$ cat src/hw/rtl/piecewise_linear_moisture_calibration_macros.svh
// Assertion helpers for the moisture calibration block.
`ifndef PIECEWISE_LINEAR_MOISTURE_CALIBRATION_MACROS_SVH
`define PIECEWISE_LINEAR_MOISTURE_CALIBRATION_MACROS_SVH

// Same-cycle implication, checked outside reset.
`define PLMC_ASSERT_NOW(label, ante, cons, msg) \
  label: assert property (@(posedge clk) disable iff (rst) (ante) |-> (cons)) \
    else $error(msg);

// Next-cycle implication, checked outside reset.
`define PLMC_ASSERT_NEXT(label, ante, cons, msg) \
  label: assert property (@(posedge clk) disable iff (rst) (ante) |=> (cons)) \
    else $error(msg);

`endif

$ cat src/hw/rtl/plmc_pkg.sv
package plmc_pkg;

  localparam int SAMPLE_BITS  = 10;
  localparam int Q_BITS       = 12;
  localparam int PROD_BITS    = SAMPLE_BITS + Q_BITS;
  localparam int OUT_BITS     = 14;
  localparam int NUM_POINTS   = 5;
  localparam int CFG_IDX_BITS = 3;
  localparam int PIPE_DEPTH   = Q_BITS + 3;

  localparam logic [Q_BITS-1:0]   SEG_SPAN   = Q_BITS'(2500);
  localparam logic [OUT_BITS-1:0] FULL_SCALE = OUT_BITS'(10000);

  localparam logic [CFG_IDX_BITS-1:0] REG_DRY     = CFG_IDX_BITS'(0);
  localparam logic [CFG_IDX_BITS-1:0] REG_QUARTER = CFG_IDX_BITS'(1);
  localparam logic [CFG_IDX_BITS-1:0] REG_HALF    = CFG_IDX_BITS'(2);
  localparam logic [CFG_IDX_BITS-1:0] REG_THREE_Q = CFG_IDX_BITS'(3);
  localparam logic [CFG_IDX_BITS-1:0] REG_WET     = CFG_IDX_BITS'(4);

  localparam logic [SAMPLE_BITS-1:0] DRY_RESET     = SAMPLE_BITS'(461);
  localparam logic [SAMPLE_BITS-1:0] QUARTER_RESET = SAMPLE_BITS'(436);
  localparam logic [SAMPLE_BITS-1:0] HALF_RESET    = SAMPLE_BITS'(404);
  localparam logic [SAMPLE_BITS-1:0] THREE_Q_RESET = SAMPLE_BITS'(318);
  localparam logic [SAMPLE_BITS-1:0] WET_RESET     = SAMPLE_BITS'(231);

  typedef logic [NUM_POINTS-1:0][SAMPLE_BITS-1:0] points_t;

  typedef struct packed {
    logic                   valid;
    logic                   bad;
    logic [SAMPLE_BITS-1:0] num;
    logic [SAMPLE_BITS-1:0] den;
    logic [OUT_BITS-1:0]    base;
  } front_t;

  typedef struct packed {
    logic                   valid;
    logic                   bad;
    logic [SAMPLE_BITS-1:0] rem;
    logic [SAMPLE_BITS-1:0] den;
    logic [Q_BITS-1:0]      lo;
    logic [Q_BITS-1:0]      q;
    logic [OUT_BITS-1:0]    base;
  } pipe_t;

  function automatic logic [OUT_BITS-1:0] seg_base(input logic [1:0] seg);
    logic [OUT_BITS-1:0] b;
    case (seg)
      2'd0:    b = OUT_BITS'(0);
      2'd1:    b = OUT_BITS'(2500);
      2'd2:    b = OUT_BITS'(5000);
      2'd3:    b = OUT_BITS'(7500);
      default: b = OUT_BITS'(0);
    endcase
    return b;
  endfunction

endpackage

$ cat src/hw/rtl/plmc_front.sv
module plmc_front (
  input  logic                            clk,
  input  logic                            rst,
  input  logic                            take,
  input  logic [plmc_pkg::SAMPLE_BITS-1:0] sample,
  input  plmc_pkg::points_t               pts,
  output plmc_pkg::front_t                out_word
);
  import plmc_pkg::*;

  logic                   bad;
  logic                   gt1, gt2, gt3;
  logic [1:0]             seg;
  logic [SAMPLE_BITS-1:0] upper, lower;
  front_t                 word_next;

  always_comb begin
    bad = !((pts[0] > pts[1]) && (pts[1] > pts[2]) &&
            (pts[2] > pts[3]) && (pts[3] > pts[4]));
    gt1 = sample > pts[1];
    gt2 = sample > pts[2];
    gt3 = sample > pts[3];
    if (gt1)      seg = 2'd0;
    else if (gt2) seg = 2'd1;
    else if (gt3) seg = 2'd2;
    else          seg = 2'd3;
    case (seg)
      2'd0:    begin upper = pts[0]; lower = pts[1]; end
      2'd1:    begin upper = pts[1]; lower = pts[2]; end
      2'd2:    begin upper = pts[2]; lower = pts[3]; end
      2'd3:    begin upper = pts[3]; lower = pts[4]; end
      default: begin upper = pts[0]; lower = pts[1]; end
    endcase

    word_next.valid = take;
    word_next.bad   = bad;
    word_next.num   = '0;
    word_next.den   = SAMPLE_BITS'(1);
    word_next.base  = '0;
    if (bad || (sample >= pts[0])) begin
      word_next.base = '0;
    end else if (sample <= pts[4]) begin
      word_next.base = FULL_SCALE;
    end else begin
      word_next.num  = upper - sample;
      word_next.den  = upper - lower;
      word_next.base = seg_base(seg);
    end
  end

  always_ff @(posedge clk) begin
    if (rst) begin
      out_word.valid <= 1'b0;
    end else begin
      out_word.valid <= word_next.valid;
    end
  end

  always_ff @(posedge clk) begin
    out_word.bad  <= word_next.bad;
    out_word.num  <= word_next.num;
    out_word.den  <= word_next.den;
    out_word.base <= word_next.base;
  end

endmodule

$ cat src/hw/rtl/plmc_scale.sv
module plmc_scale (
  input  logic             clk,
  input  logic             rst,
  input  plmc_pkg::front_t in_word,
  output plmc_pkg::pipe_t  out_word
);
  import plmc_pkg::*;

  logic [PROD_BITS-1:0] prod;

  assign prod = PROD_BITS'(in_word.num) * PROD_BITS'(SEG_SPAN);

  always_ff @(posedge clk) begin
    if (rst) begin
      out_word.valid <= 1'b0;
    end else begin
      out_word.valid <= in_word.valid;
    end
  end

  // top bits are already below den since num < den
  always_ff @(posedge clk) begin
    out_word.bad  <= in_word.bad;
    out_word.rem  <= prod[PROD_BITS-1:Q_BITS];
    out_word.lo   <= prod[Q_BITS-1:0];
    out_word.den  <= in_word.den;
    out_word.q    <= '0;
    out_word.base <= in_word.base;
  end

endmodule

$ cat src/hw/rtl/plmc_div_stage.sv
module plmc_div_stage (
  input  logic            clk,
  input  logic            rst,
  input  plmc_pkg::pipe_t in_word,
  output plmc_pkg::pipe_t out_word
);
  import plmc_pkg::*;

  logic [SAMPLE_BITS:0]   trial;
  logic [SAMPLE_BITS+1:0] diff;
  logic                   borrow;

  assign trial  = {in_word.rem, in_word.lo[Q_BITS-1]};
  assign diff   = {1'b0, trial} - {2'b00, in_word.den};
  assign borrow = diff[SAMPLE_BITS+1];

  always_ff @(posedge clk) begin
    if (rst) begin
      out_word.valid <= 1'b0;
    end else begin
      out_word.valid <= in_word.valid;
    end
  end

  always_ff @(posedge clk) begin
    out_word.bad  <= in_word.bad;
    out_word.den  <= in_word.den;
    out_word.base <= in_word.base;
    out_word.lo   <= {in_word.lo[Q_BITS-2:0], 1'b0};
    out_word.q    <= {in_word.q[Q_BITS-2:0], ~borrow};
    out_word.rem  <= borrow ? trial[SAMPLE_BITS-1:0] : diff[SAMPLE_BITS-1:0];
  end

endmodule

$ cat src/hw/rtl/piecewise_linear_moisture_calibration.sv
// Pipeline from the start edge to the done strobe: 1 select stage, 1 scale
// multiply, 12 restoring divide stages, 1 output add.
// Throughput: one sample per cycle; busy stays low, results cannot be stalled.
// Reset: synchronous, clears all pipeline valid bits and loads the default
// breakpoints 461, 436, 404, 318, 231.
module piecewise_linear_moisture_calibration (
  input  logic                                clk,
  input  logic                                rst,
  input  logic                                start,
  output logic                                busy,
  input  logic [plmc_pkg::SAMPLE_BITS-1:0]    raw_sample,
  output logic                                done,
  output logic [plmc_pkg::OUT_BITS-1:0]       moisture_hundredths,
  output logic                                calib_bad,
  input  logic                                cfg_valid,
  output logic                                cfg_ready,
  input  logic [plmc_pkg::CFG_IDX_BITS-1:0]   cfg_index,
  input  logic [plmc_pkg::SAMPLE_BITS-1:0]    cfg_data
);
  import plmc_pkg::*;

  `include "piecewise_linear_moisture_calibration_macros.svh"

  points_t pts;
  front_t  front_word;
  pipe_t   div_pipe [0:Q_BITS];

  assign busy      = 1'b0;
  assign cfg_ready = 1'b1;

  always_ff @(posedge clk) begin
    if (rst) begin
      pts[0] <= DRY_RESET;
      pts[1] <= QUARTER_RESET;
      pts[2] <= HALF_RESET;
      pts[3] <= THREE_Q_RESET;
      pts[4] <= WET_RESET;
    end else if (cfg_valid && cfg_ready) begin
      case (cfg_index)
        REG_DRY:     pts[0] <= cfg_data;
        REG_QUARTER: pts[1] <= cfg_data;
        REG_HALF:    pts[2] <= cfg_data;
        REG_THREE_Q: pts[3] <= cfg_data;
        REG_WET:     pts[4] <= cfg_data;
        default: ;
      endcase
    end
  end

  plmc_front u_front (
    .clk      (clk),
    .rst      (rst),
    .take     (start && !busy),
    .sample   (raw_sample),
    .pts      (pts),
    .out_word (front_word)
  );

  plmc_scale u_scale (
    .clk      (clk),
    .rst      (rst),
    .in_word  (front_word),
    .out_word (div_pipe[0])
  );

  for (genvar i = 0; i < Q_BITS; i++) begin : g_div
    plmc_div_stage u_stage (
      .clk      (clk),
      .rst      (rst),
      .in_word  (div_pipe[i]),
      .out_word (div_pipe[i+1])
    );
  end

  always_ff @(posedge clk) begin
    if (rst) begin
      done <= 1'b0;
    end else begin
      done <= div_pipe[Q_BITS].valid;
    end
  end

  always_ff @(posedge clk) begin
    moisture_hundredths <= div_pipe[Q_BITS].base + OUT_BITS'(div_pipe[Q_BITS].q);
    calib_bad           <= div_pipe[Q_BITS].bad;
  end

  `PLMC_ASSERT_NOW(a_range, done, moisture_hundredths <= FULL_SCALE, "result above full scale")
  `PLMC_ASSERT_NOW(a_bad_zero, done && calib_bad, moisture_hundredths == '0, "bad calib not zero")
  `PLMC_ASSERT_NOW(a_latency, done, $past(start && !busy, PIPE_DEPTH), "done without a start")
  `PLMC_ASSERT_NEXT(a_flow, div_pipe[Q_BITS].valid, done, "finished word dropped")

endmodule

$ cat config.mk
export PLATFORM = sky130hd
export DESIGN_NAME = piecewise_linear_moisture_calibration
export DESIGN_NICKNAME = d
export VERILOG_FILES = /design/src/hw/rtl/plmc_pkg.sv /design/src/hw/rtl/plmc_front.sv /design/src/hw/rtl/plmc_scale.sv /design/src/hw/rtl/plmc_div_stage.sv /design/src/hw/rtl/piecewise_linear_moisture_calibration.sv
export VERILOG_INCLUDE_DIRS = /design/src /design/src/hw/rtl
export SDC_FILE = /design/constraint.sdc
export NUM_CORES = 1
export LEC_CHECK = 0
export BUFFER_PORTS_ARGS = -buffer_cell sky130_fd_sc_hd__buf_2
export CELL_PAD_IN_SITES_DETAIL_PLACEMENT = 0
export CELL_PAD_IN_SITES_GLOBAL_PLACEMENT = 1
export CORE_MARGIN = 10
export CORE_UTILIZATION = 50
export CTS_CLUSTER_SIZE = 30
export DETAILED_ROUTE_END_ITERATION = 8
export HOLD_SLACK_MARGIN = 0.03
export PLACE_DENSITY_LB_ADDON = 0.1
export SYNTH_ARGS = -nofsm -noshare
export SYNTH_HDL_FRONTEND = slang
export SYNTH_SLANG_ARGS = --single-unit
$ cat constraint.sdc
create_clock -name clk -period 8.6 [get_ports clk]
set_clock_uncertainty 0.2 [all_clocks]
set_input_delay 0.86 -clock clk [delete_from_list [all_inputs] [get_ports clk]]
set_output_delay 0.86 -clock clk [all_outputs]
set_load 0.03 [all_outputs]
# [Word-level counts from Yosys, hierarchy flattened]
# Cells that the tools add are included.
[classes] magnitude_cmp=9 bitwise_logic=12 n_reduce_logical=13 mul=1 add_sub_neg=15 eq_ne=7 muxes=18
[ops] operator="subtractor 11 x 10 -> 12 bit" n=12
[ops] operator="two-way mux 10 bit" n=11
[ops] operator="one-hot mux 10 bit (4 select lines)" n=2
[ops] operator="greater-than comparator 10 bit" n=7
[ops] operator="one-hot mux 14 bit (4 select lines)" n=1
[ops] operator="multiplier 10 x 10 -> 20 bit (second input constant)" n=1
[ops] operator="subtractor 10 bit" n=2
[ops] operator="adder 14 x 12 -> 14 bit" n=1
[ops] operator="two-way mux 14 bit" n=1
[ops] operator="NOT 1 bit" n=12
[ops] operator=">= comparator 10 bit" n=1
[ops] operator="<= comparator 10 bit" n=1
[ops] operator="AND reduction 2 bit" n=5
[ops] operator="== test 3 x 2 -> 1 bit (second input constant)" n=2
[ops] operator="== test 2 bit (second input constant)" n=2
[ops] operator="two-way mux 2 bit" n=2
[ops] operator="== test 3 x 1 -> 1 bit (second input constant)" n=1
[ops] operator="== test 3 bit (second input constant)" n=1
[ops] operator="logical AND 1 bit" n=3
[ops] operator="logical NOT 3 bit" n=1
[ops] operator="== test 2 x 1 -> 1 bit (second input constant)" n=1
[ops] operator="logical NOT 2 bit" n=1
[ops] operator="OR reduction 2 bit" n=1
[ops] operator="logical NOT 1 bit" n=1
[ops] operator="other kinds (2)" n=2
[word_totals] input_bits=27 register_bits=683 out_inout_bits=18 word_cells=175

# [Logic depth before layout (Yosys ltp)]
# Gate-level depths: netlist of run 1.
[depth] word_depth=7 depth_mapped=23 mapped_depth_nobuf=21

# [Cells and area by module]
# A second synthesis of run 1 with hierarchy kept.
[hier_totals] hier_cells=2794 hier_area_um2=31935.6
[modules_own_cells] module="plmc_div_stage" area_per_inst_um2=1846.8 seq_area_each_um2=1181.1 cells_per_inst=143 instances=12
[modules_own_cells] module="plmc_front" area_per_inst_um2=4244.1 seq_area_each_um2=580.6 cells_per_inst=514 instances=1
[modules_own_cells] module="piecewise_linear_moisture_calibration" area_per_inst_um2=2855.2 seq_area_each_um2=1321.3 cells_per_inst=315 instances=1
[modules_own_cells] module="plmc_scale" area_per_inst_um2=2675.1 seq_area_each_um2=920.9 cells_per_inst=249 instances=1

# [Worst setup path before layout of run 1]
# Ideal clock, no wire load.
[synth_timing] path_kind="input to register" start="input port raw_sample[5] (netlist bit)" end="register u_front.out_word[32] (netlist bit)" setup_slack_ns=3.384 n_path_buf=2 setup_time_ns=0.132 path_stages=22 t_arrival_ns=4.884 t_required_ns=8.268 cell_sequence="ha_1 and4_1 o21ai_1 nor3b_1 a21oi_1 o32ai_1 inv_1 ha_1 clkbuf_1 clkbuf_1 a222oi_1 nand2_1 o21ai_0 ha_1 inv_1 fa_1 a21o_1 a21oi_1 o211ai_1 o311ai_0 xor2_1 nor3_1"
[synth_between] elab_chain_len=7 elab_cells_between_ends=16 cone_classes="add/sub: 1; order compare: 5; eq/ne: 3; mux: 4; reduce/logical: 3"
[synth_lines] element="start, declared" line_no="piecewise_linear_moisture_calibration.sv:11" rtl="input logic [plmc_pkg::SAMPLE_BITS-1:0] raw_sample,"
[synth_lines] element="greater-than comparator 10 bit" line_no="plmc_front.sv:22" rtl="gt3 = sample > pts[3];"
[synth_lines] element="two-way mux 1 bit" line_no="plmc_front.sv:25" rtl="else if (gt3) seg = 2'd2;"
[synth_lines] element="two-way mux 2 bit" line_no="plmc_front.sv:24" rtl="else if (gt2) seg = 2'd1;"
[synth_lines] element="two-way mux 2 bit" line_no="plmc_front.sv:23" rtl="if (gt1) seg = 2'd0;"
[synth_lines] element="== test 2 bit, or another cell as far along" line_no="plmc_front.sv:27" rtl="case (seg)"
[synth_lines] element="one-hot mux 10 bit (4 select lines)" line_no="plmc_front.sv:27"
[synth_lines] element="subtractor 10 bit" line_no="plmc_front.sv:45" rtl="word_next.num = upper - sample;"
[synth_lines] element="end, declared" line_no="plmc_front.sv:7" rtl="output plmc_pkg::front_t out_word"
# Several ways; a longest one is shown, not always the timed one.
# A chain may end at the register's enable or synchronous reset.

# [Worst setup path in the final report of run 1]
[layout_timing] start="register pts[25] (netlist bit)" end="register u_front.out_word[33] (netlist bit)"
[layout_between] elab_chain_len=7 elab_cells_between_ends=17 cone_classes="add/sub: 1; order compare: 3; eq/ne: 3; mux: 3; reduce/logical: 7"
[layout_lines] element="start, declared" line_no="piecewise_linear_moisture_calibration.sv:24" rtl="points_t pts;"
[layout_lines] element="branches (longest 7 deep; another with greater-than comparator 10 bit)"
# Parallel ways; which one is timed is not known.

==> results of run 1 <==
## cell type report
cell class	instances	area (µm²)	share of cell area, %
Multi-Input combinational cell	1488	11500	42.1
Tap cell	615	769	2.82
Clock inverter	34	423	1.55
Inverter	261	980	3.60
Clock buffer	74	1670	6.14
Sequential cell	585	11700	43.0
Timing Repair Buffer	44	225	0.827
## critical path: cells and delay by family (launching register included)
kind            cells  cell delay [ps]
compound gates     10             2640
flops               1              460
buf+inv             1              130
simple gates        4              760
fa+ha+maj           3             1330
## cells in the mapped netlist (13+ instances only)
cell type / n
nand2_1: 192
nor2_1: 104
clkbuf_1: 21
dfxtp_1: 585
a222oi_1: 20
o21ai_1: 83
ha_1: 293
nand3b_1: 20
nor2b_1: 53
a211oi_1: 22
nand2b_1: 34
mux2_1: 14
o21a_1: 44
nand3_1: 34
inv_1: 250
mux2i_1: 23
nand4_1: 13
fa_1: 31
xnor2_1: 43
a21oi_1: 93
or3_1: 15
o21ai_0: 72
nor3_1: 60
xor2_1: 58
a21o_1: 16
## cells by family after synthesis
kind of cell / count (synthesis)
multiplexers: 39
XOR/XNOR: 101
flip-flops: 585
AO/OA/AOI/OAI: 462
adder cells (fa/ha/maj): 324
buffers and inverters: 307
AND/OR/NAND/NOR: 560
other: 2
## layout by cell type (no fill, tap or decap), types with 9 or more instances in the layout
| cell | instances |
|---|---|
| o21a_1 | 44 |
| mux2i_1 | 23 |
| inv_2 | 11 |
| o31a_1 | 12 |
| nand3_1 | 34 |
| a21o_1 | 16 |
| nand3b_1 | 20 |
| o41ai_1 | 9 |
| mux2_1 | 14 |
| fa_1 | 31 |
| xnor2_1 | 43 |
| nand2b_1 | 34 |
| o21ai_0 | 72 |
| clkbuf_16 | 59 |
| nand2_1 | 192 |
| clkbuf_8 | 14 |
| o21ai_1 | 83 |
| a21boi_1 | 9 |
| nand4_1 | 13 |
| a211oi_1 | 22 |
| xor2_1 | 58 |
| clkinv_2 | 12 |
| or3_1 | 15 |
| a21oi_1 | 93 |
| nor2b_1 | 53 |
| a211o_1 | 12 |
| inv_1 | 250 |
| o211ai_1 | 11 |
| ha_1 | 293 |
| nor3_1 | 60 |
| dfxtp_1 | 585 |
| buf_2 | 42 |
| and3_1 | 10 |
| a222oi_1 | 20 |
| nor2_1 | 104 |
## power groups by stage
stage | clock (mW) | sequential [mW] | combinational [mW]
6_report | 2.66 | 3.65 | 3.46
5_1_grt | 2.84 | 3.72 | 3.95
4_1_cts | 2.73 | 3.67 | 3.49
3_5_place_dp | 0 | 3.72 | 3.47
3_3_place_gp | 0 | 3.71 | 3.40
2_1_floorplan | 0 | 3.66 | 2.88
## worst max path at each step
stage                                                  to  slack (ps)
after floorplan           u_front.out_word[32]$_SDFF_PP0_        3380
after global placement    u_front.out_word[33]$_SDFF_PP0_        2680
after detailed placement  u_front.out_word[22]$_SDFF_PP0_        2470
after CTS                 u_front.out_word[33]$_SDFF_PP0_        2970
after global routing      u_front.out_word[22]$_SDFF_PP0_        2340
final                     u_front.out_word[33]$_SDFF_PP0_        2960
## routing by layer
metal,track usage (%),vias to the layer above
li1,-,8278
met1,22.3,7387
met2,29.9,260
met3,2.68,116
met4,7.39,0
met5,0,-
## state kept, by name (all words and copies together) (netlist names)
name	flops
g_div.u_stage.out_word	451
pts	50
u_front.out_word	29
u_scale.out_word	39
done	1
calib_bad	1
moisture_hundredths	14
==> out/metrics.csv, run 1 <==
stage;metric;value;unit
status;outcome;finished with violations;
status;failing checks;design-rule violations;
critical_path;CP peak stage delay;740;ps
min_path;Hold Path End;g_div[1].u_stage.out_word[10]$_DFF_P_;
route;drt total wl;50700;µm
clocking;Worst-path clk slew;60;ps
critical_path;Worst Setup Start Kind;flop;
route;M1 wire length;23100;µm
synthesis;post-synth top area share;47.9;%
layout;fin nets;2789;
route;Vias/cell;5.17;
pwr;P_sw;3.25;mW
synthesis;sequential fraction of the synthesis area;47.9;%
synthesis;Synth area leader;dfxtp_1;
pwr;post-layout power;9.77;mW
global_route;largest net degree at the start of global routing;66;
placement;pre-CTS setup slack;2470;ps
flow_run;Max-Cap Viols;0;
critical_path;depth of the most critical reg-to-reg path;18;
pwr;Clk pwr share;27.2;%
clocking;worst-case clock buffer depth;3;
clocking;hold-fix buffers at CTS;0;
pwr;Sequential Power Share;37.4;%
min_path;hold_sp;g_div[0].u_stage.out_word[10]$_DFF_P_;
clocking;Post-CTS Resized;0;
clocking;worst skew pair latency;620;ps
global_route;global-route wire length before repair;81700;µm
route;router iterations before antenna repair;9;
synthesis;EDFF count, synth;0;
floorplan;die span in x;241;µm
min_path;HP Class;reg2reg;
clocking;post-CTS setup buffer count;0;
critical_path;Setup CP Type;reg2reg;
clocking;H-tree Lvls;2;
layout;Area Overhead vs Synth;11.5;%
pwr;Combinational Power Share;35.4;%
pwr;power density cells;359;nW/µm²
route;DR DRC count;27;
sta;RSZ-0062 raised after global routing;false;
synthesis;syn nets;2731;
floorplan;boundary pin count;45;
pwr;Sw Share;33.3;%
critical_path;Worst setup EP type;flop;
route;DRT antenna net count;0;
synthesis;Mean Syn Cell Area;10.3;µm²
synthesis;largest family of logic cells by synthesized area;adder cells;
placement;Placed Area;25100;µm²
layout;post-route cell area;27200;µm²
pwr;Internal Pwr Total;6.52;mW
floorplan;initial core utilization;50.8;%
critical_path;CP Cell Sequence;inv_1, ha_1, and4_1, o21ai_1, nor3b_1, a21oi_1, o32ai_1, ha_1, a222oi_1, and2_1, a21oi_1, ha_1, nor2b_1, o21ai_0, a21oi_1, o21ai_0, a21oi_1, a311oi_2;
sta;Hold Vio Cnt, Final;0;
floorplan;Rows;80;
floorplan;Die Y-Extent;241;µm
critical_path;Crit. Startpoint;pts[25]$_SDFFE_PP0P_;
synthesis;Netlist cell types;71;
synthesis;synth top area cells;dfxtp_1 (48%), ha_1 (15%), inv_1 (3.8%);
global_route;initial antenna violation count;0;
route;met2 wirelength from detailed routing;23600;µm
synthesis;Post-synth top flop;dfxtp_1;
route;vias;16041;
critical_path;worst-path fanout max;20;
sta;final setup vio count;0;
placement;placed insts;2993;
critical_path;register-to-register setup slack;2960;ps
clocking;Root Driver;clkbuf_16;
layout;antenna cells;0;
route;mean routed wirelength per cell;16.4;µm
min_path;Hold Path Depth;0;
synthesis;synthesized instance count;2380;
layout;Fillers;4161;
synthesis;XOR/XNOR Fraction of Synth Area;3.62;%
synthesis;asr flop ratio synth;0;%
clocking;CTS tree;yes;
route;Top Metal Used;met4;
synthesis;Post-Synth Simple-Gate Area;11.0;%
sta;Max-slew headroom;25.2;%
placement;hpwl dp;39800;µm
sta;Least-Margin Pin Slew;1120;ps
global_route;vias in the first global route;15700;
synthesis;Yosys reg bits;585;
route;Met3 Routed Length;2060;µm
sta;setup TNS;0;ps
critical_path;critical path data arrival time;5960;ps
layout;fin util;56.7;%
route;Initial DRC Count;1079;
floorplan;core area;48000;µm²
synthesis;adder-cell share of the synthesized area;17.5;%
sta;fin. max-slew vios;0;
sta;Fin Hold WS;108;ps
sta;crit share post-route;65.6;%
placement;Port Buffer Count;42;
critical_path;R2R Path Start;pts[25]$_SDFFE_PP0P_;
pwr;Leakage Power;11.8;nW
sta;Setup WS post-layout;2960;ps
synthesis;Mapped Area;24400;µm²
synthesis;mux share of post-synthesis cell area;1.71;%
placement;Final Wtd Congestion;0.921;
clocking;TritonCTS Buffers;58;
pwr;peak supply drop;0.190;mV
critical_path;Critical Path Slowest Stage Cell;o32ai_1;
global_route;global route overflow;0;
layout;Final Instance Count excl. Fillers;3101;
sta;final period demand of the worst path;5640;ps
synthesis;YS warnings;0;
layout;share of cells above drive strength 1;7.56;%
clocking;clock sinks;585;
global_route;Global Route Usage Sum;17.7;%
sta;fmax;0.177;GHz
critical_path;worst reg2reg path endpoint;u_front.out_word[33]$_SDFF_PP0_;
critical_path;Most common cell on crit path;a21oi_1;
critical_path;CP Data Required Time;8910;ps
floorplan;die area;58100;µm²
synthesis;Compound-Gate Fraction of Synth Area;13.0;%
Note: power is estimated with default switching activity, not from simulation.
==> run 2, diff against run 1 <==
Clock period 8.6 ns to 5.65 ns, I/O delays scaled along.
==> run 2 against run 1 <==
The run now ends clean. Register-to-register slack lost 2300 ps. First-iteration DRC count shrank 23%. Sequential share of layout area shrank 0.27 points. Critical path depth grew 1. Core utilization grew 0.36 points. Global-route usage grew 0.22 points. Sequential power grew 52%. Die area is the same. Largest power group unchanged.
==> out/metrics.csv, run 2 (synthesized netlist as in run 1, its figures left out) <==
stage;metric;value;unit;change
status;outcome;finished, final reports clean;;
critical_path;Worst setup EP type;flop;;
clocking;H-tree Lvls;2;;unchanged
layout;Largest regs;g_div.u_stage.out_word (451), pts (50), u_scale.out_word (39);;
sta;RSZ-0062 raised after global routing;false;;
placement;hpwl dp;39900;µm;+0.20%
sta;Hold Vio Cnt, Final;0;;unchanged
floorplan;Rows;80;;unchanged
global_route;vias in the first global route;15976;;+1.8%
critical_path;CP Data Required Time;5970;ps;-2940 ps
pwr;power density cells;544;nW/µm²;+52%
global_route;global-route wire length before repair;83000;µm;+1.6%
sta;Fin Hold WS;73.7;ps;-34.0 ps
global_route;Global Route Usage Sum;17.9;%;+0.22 points
sta;fmax;0.200;GHz;+13%
route;drt total wl;51400;µm;+1.3%
layout;Biggest register;g_div.u_stage.out_word;;
clocking;TritonCTS Buffers;59;;+1.7%
global_route;global route overflow;0;;unchanged
critical_path;worst-path fanout max;5;;-75%
clocking;CTS tree;yes;;
clocking;Root Driver;clkbuf_16;;
critical_path;depth of the most critical reg-to-reg path;19;;+1
global_route;initial antenna violation count;0;;unchanged
critical_path;critical path data arrival time;5310;ps;-650 ps
critical_path;Setup CP Type;reg2reg;;
floorplan;initial core utilization;50.8;%;unchanged
route;DRT antenna net count;0;;unchanged
layout;Area Overhead vs Synth;12.2;%;
min_path;Hold Path Depth;3;;+3
clocking;Worst-path clk slew;60;ps;about the same
sta;Max-slew headroom;23.1;%;-2.1 points
route;vias;16067;;+0.16%
sta;final period demand of the worst path;4990;ps;-653 ps
floorplan;Die Y-Extent;241;µm;unchanged
layout;Final Instance Count excl. Fillers;3121;;+0.64%
floorplan;boundary pin count;45;;unchanged
floorplan;die area;58100;µm²;unchanged
placement;placed insts;3012;;+0.63%
sta;Least-Margin Pin Slew;1150;ps;+32.2 ps
route;Initial DRC Count;827;;-23%
placement;pre-CTS setup slack;238;ps;-2230 ps
route;router iterations before antenna repair;9;;unchanged
sta;final setup vio count;0;;unchanged
placement;Port Buffer Count;42;;unchanged
flow_run;Max-Cap Viols;0;;unchanged
sta;crit share post-route;88.3;%;+23 points
critical_path;Worst Setup Start Kind;flop;;
layout;commonest non-fill, non-tap cells in the layout;dfxtp_1 (585), ha_1 (293), inv_1 (250), nand2_1 (192), nor2_1 (104);;
layout;share of cells above drive strength 1;8.10;%;+0.54 points
clocking;worst-case clock buffer depth;3;;unchanged
floorplan;core area;48000;µm²;unchanged
pwr;post-layout power;14.9;mW;+53%
pwr;Leakage Power;11.9;nW;+0.94%
clocking;worst skew pair latency;620;ps;about the same
layout;fin nets;2810;;+0.75%
sta;setup TNS;0;ps;unchanged
layout;commonest non-fill, non-tap cell in the layout;dfxtp_1;;
clocking;post-CTS setup buffer count;0;;unchanged
sta;fin. max-slew vios;0;;unchanged
floorplan;die span in x;241;µm;unchanged
route;Vias/cell;5.15;;-0.48%
sta;Setup WS post-layout;660;ps;-2300 ps
layout;max reg flops;451;;unchanged
layout;post-route cell area;27400;µm²;+0.64%
placement;Placed Area;25300;µm²;+0.57%
route;mean routed wirelength per cell;16.5;µm;+0.68%
pwr;peak supply drop;0.255;mV;+34%
placement;Final Wtd Congestion;0.928;;+0.75%
layout;fin util;57.1;%;+0.36 points
min_path;HP Class;in2reg;;
layout;antenna cells;0;;unchanged
clocking;clock sinks;585;;unchanged
global_route;largest net degree at the start of global routing;66;;unchanged
route;DR DRC count;0;;-100%
[run 2: changes by cell type in the layout (fill, tap and decap cells not counted), moves of 2 or more]
cell,before,now
inv_6,4,0
clkbuf_8,14,19
buf_4,2,21
clkinv_2,12,9
clkbuf_1,1,6
clkinvlp_4,6,4
[run 2: final cells by class]
type / instances / area [µm²]
Inverter: 261 / 980
Multi-Input combinational cell: 1488 / 11500
Tap cell: 615 / 769
Clock inverter: 24 / 349
Clock buffer: 84 / 1760
Sequential cell: 585 / 11700
Timing Repair Buffer: 64 / 378
Fill cell: 4188 / 20600
[run 2: timing repair]
action	4_1_cts	5_1_grt
endpoints found under the setup margin	0	2
hold endpoints to repair	1	0
hold buffers	1	0
gates resized for setup	0	1
[run 2: per-layer routing]
layer	track usage [%]	part of all wire [%]	vias up
met3	2.98	4.3	86
met2	30.2	46	257
met5	0	0	-
met1	22.8	46	7396
met4	6.48	3.0	0
li1	-	-	8328
[run 2: power breakdown]
group / total (mW) / switching [mW] / internal [mW]
sequential: 5.56 / 0.422 / 5.14
clock: 4.08 / 1.59 / 2.49
combinational: 5.28 / 2.92 / 2.37
[run 2: worst max-delay path, cell delays in order (launching register included)]
cell      delay [ps]
dfxtp_1          430
inv_1            110
ha_1             300
a21o_1           160
a21oi_1          130
o221ai_1         130
a221oi_1         560
o21bai_1         260
inv_1            180
ha_1             220
a222oi_1         110
and2_1           180
a21oi_1          350
ha_1             310
nor2b_1          120
o21ai_0          220
a21oi_1          130
o21ai_0          410
a21oi_1          140
a311oi_2         270
[run 2: worst paths after layout]
| kind | from | endpoint | slack, ps |
|---|---|---|---|
| worst max register to register | pts[13]$_SDFFE_PP0P_ | u_front.out_word[33]$_SDFF_PP0_ | 660 |
| worst min-delay path | cfg_data[8] | pts[48]$_SDFFE_PP0P_ | 70 |
| worst min register to register | u_scale.out_word[8]$_DFF_P_ | g_div[0].u_stage.out_word[8]$_DFF_P_ | 100 |
| worst max-delay path | pts[13]$_SDFFE_PP0P_ | u_front.out_word[33]$_SDFF_PP0_ | 660 |
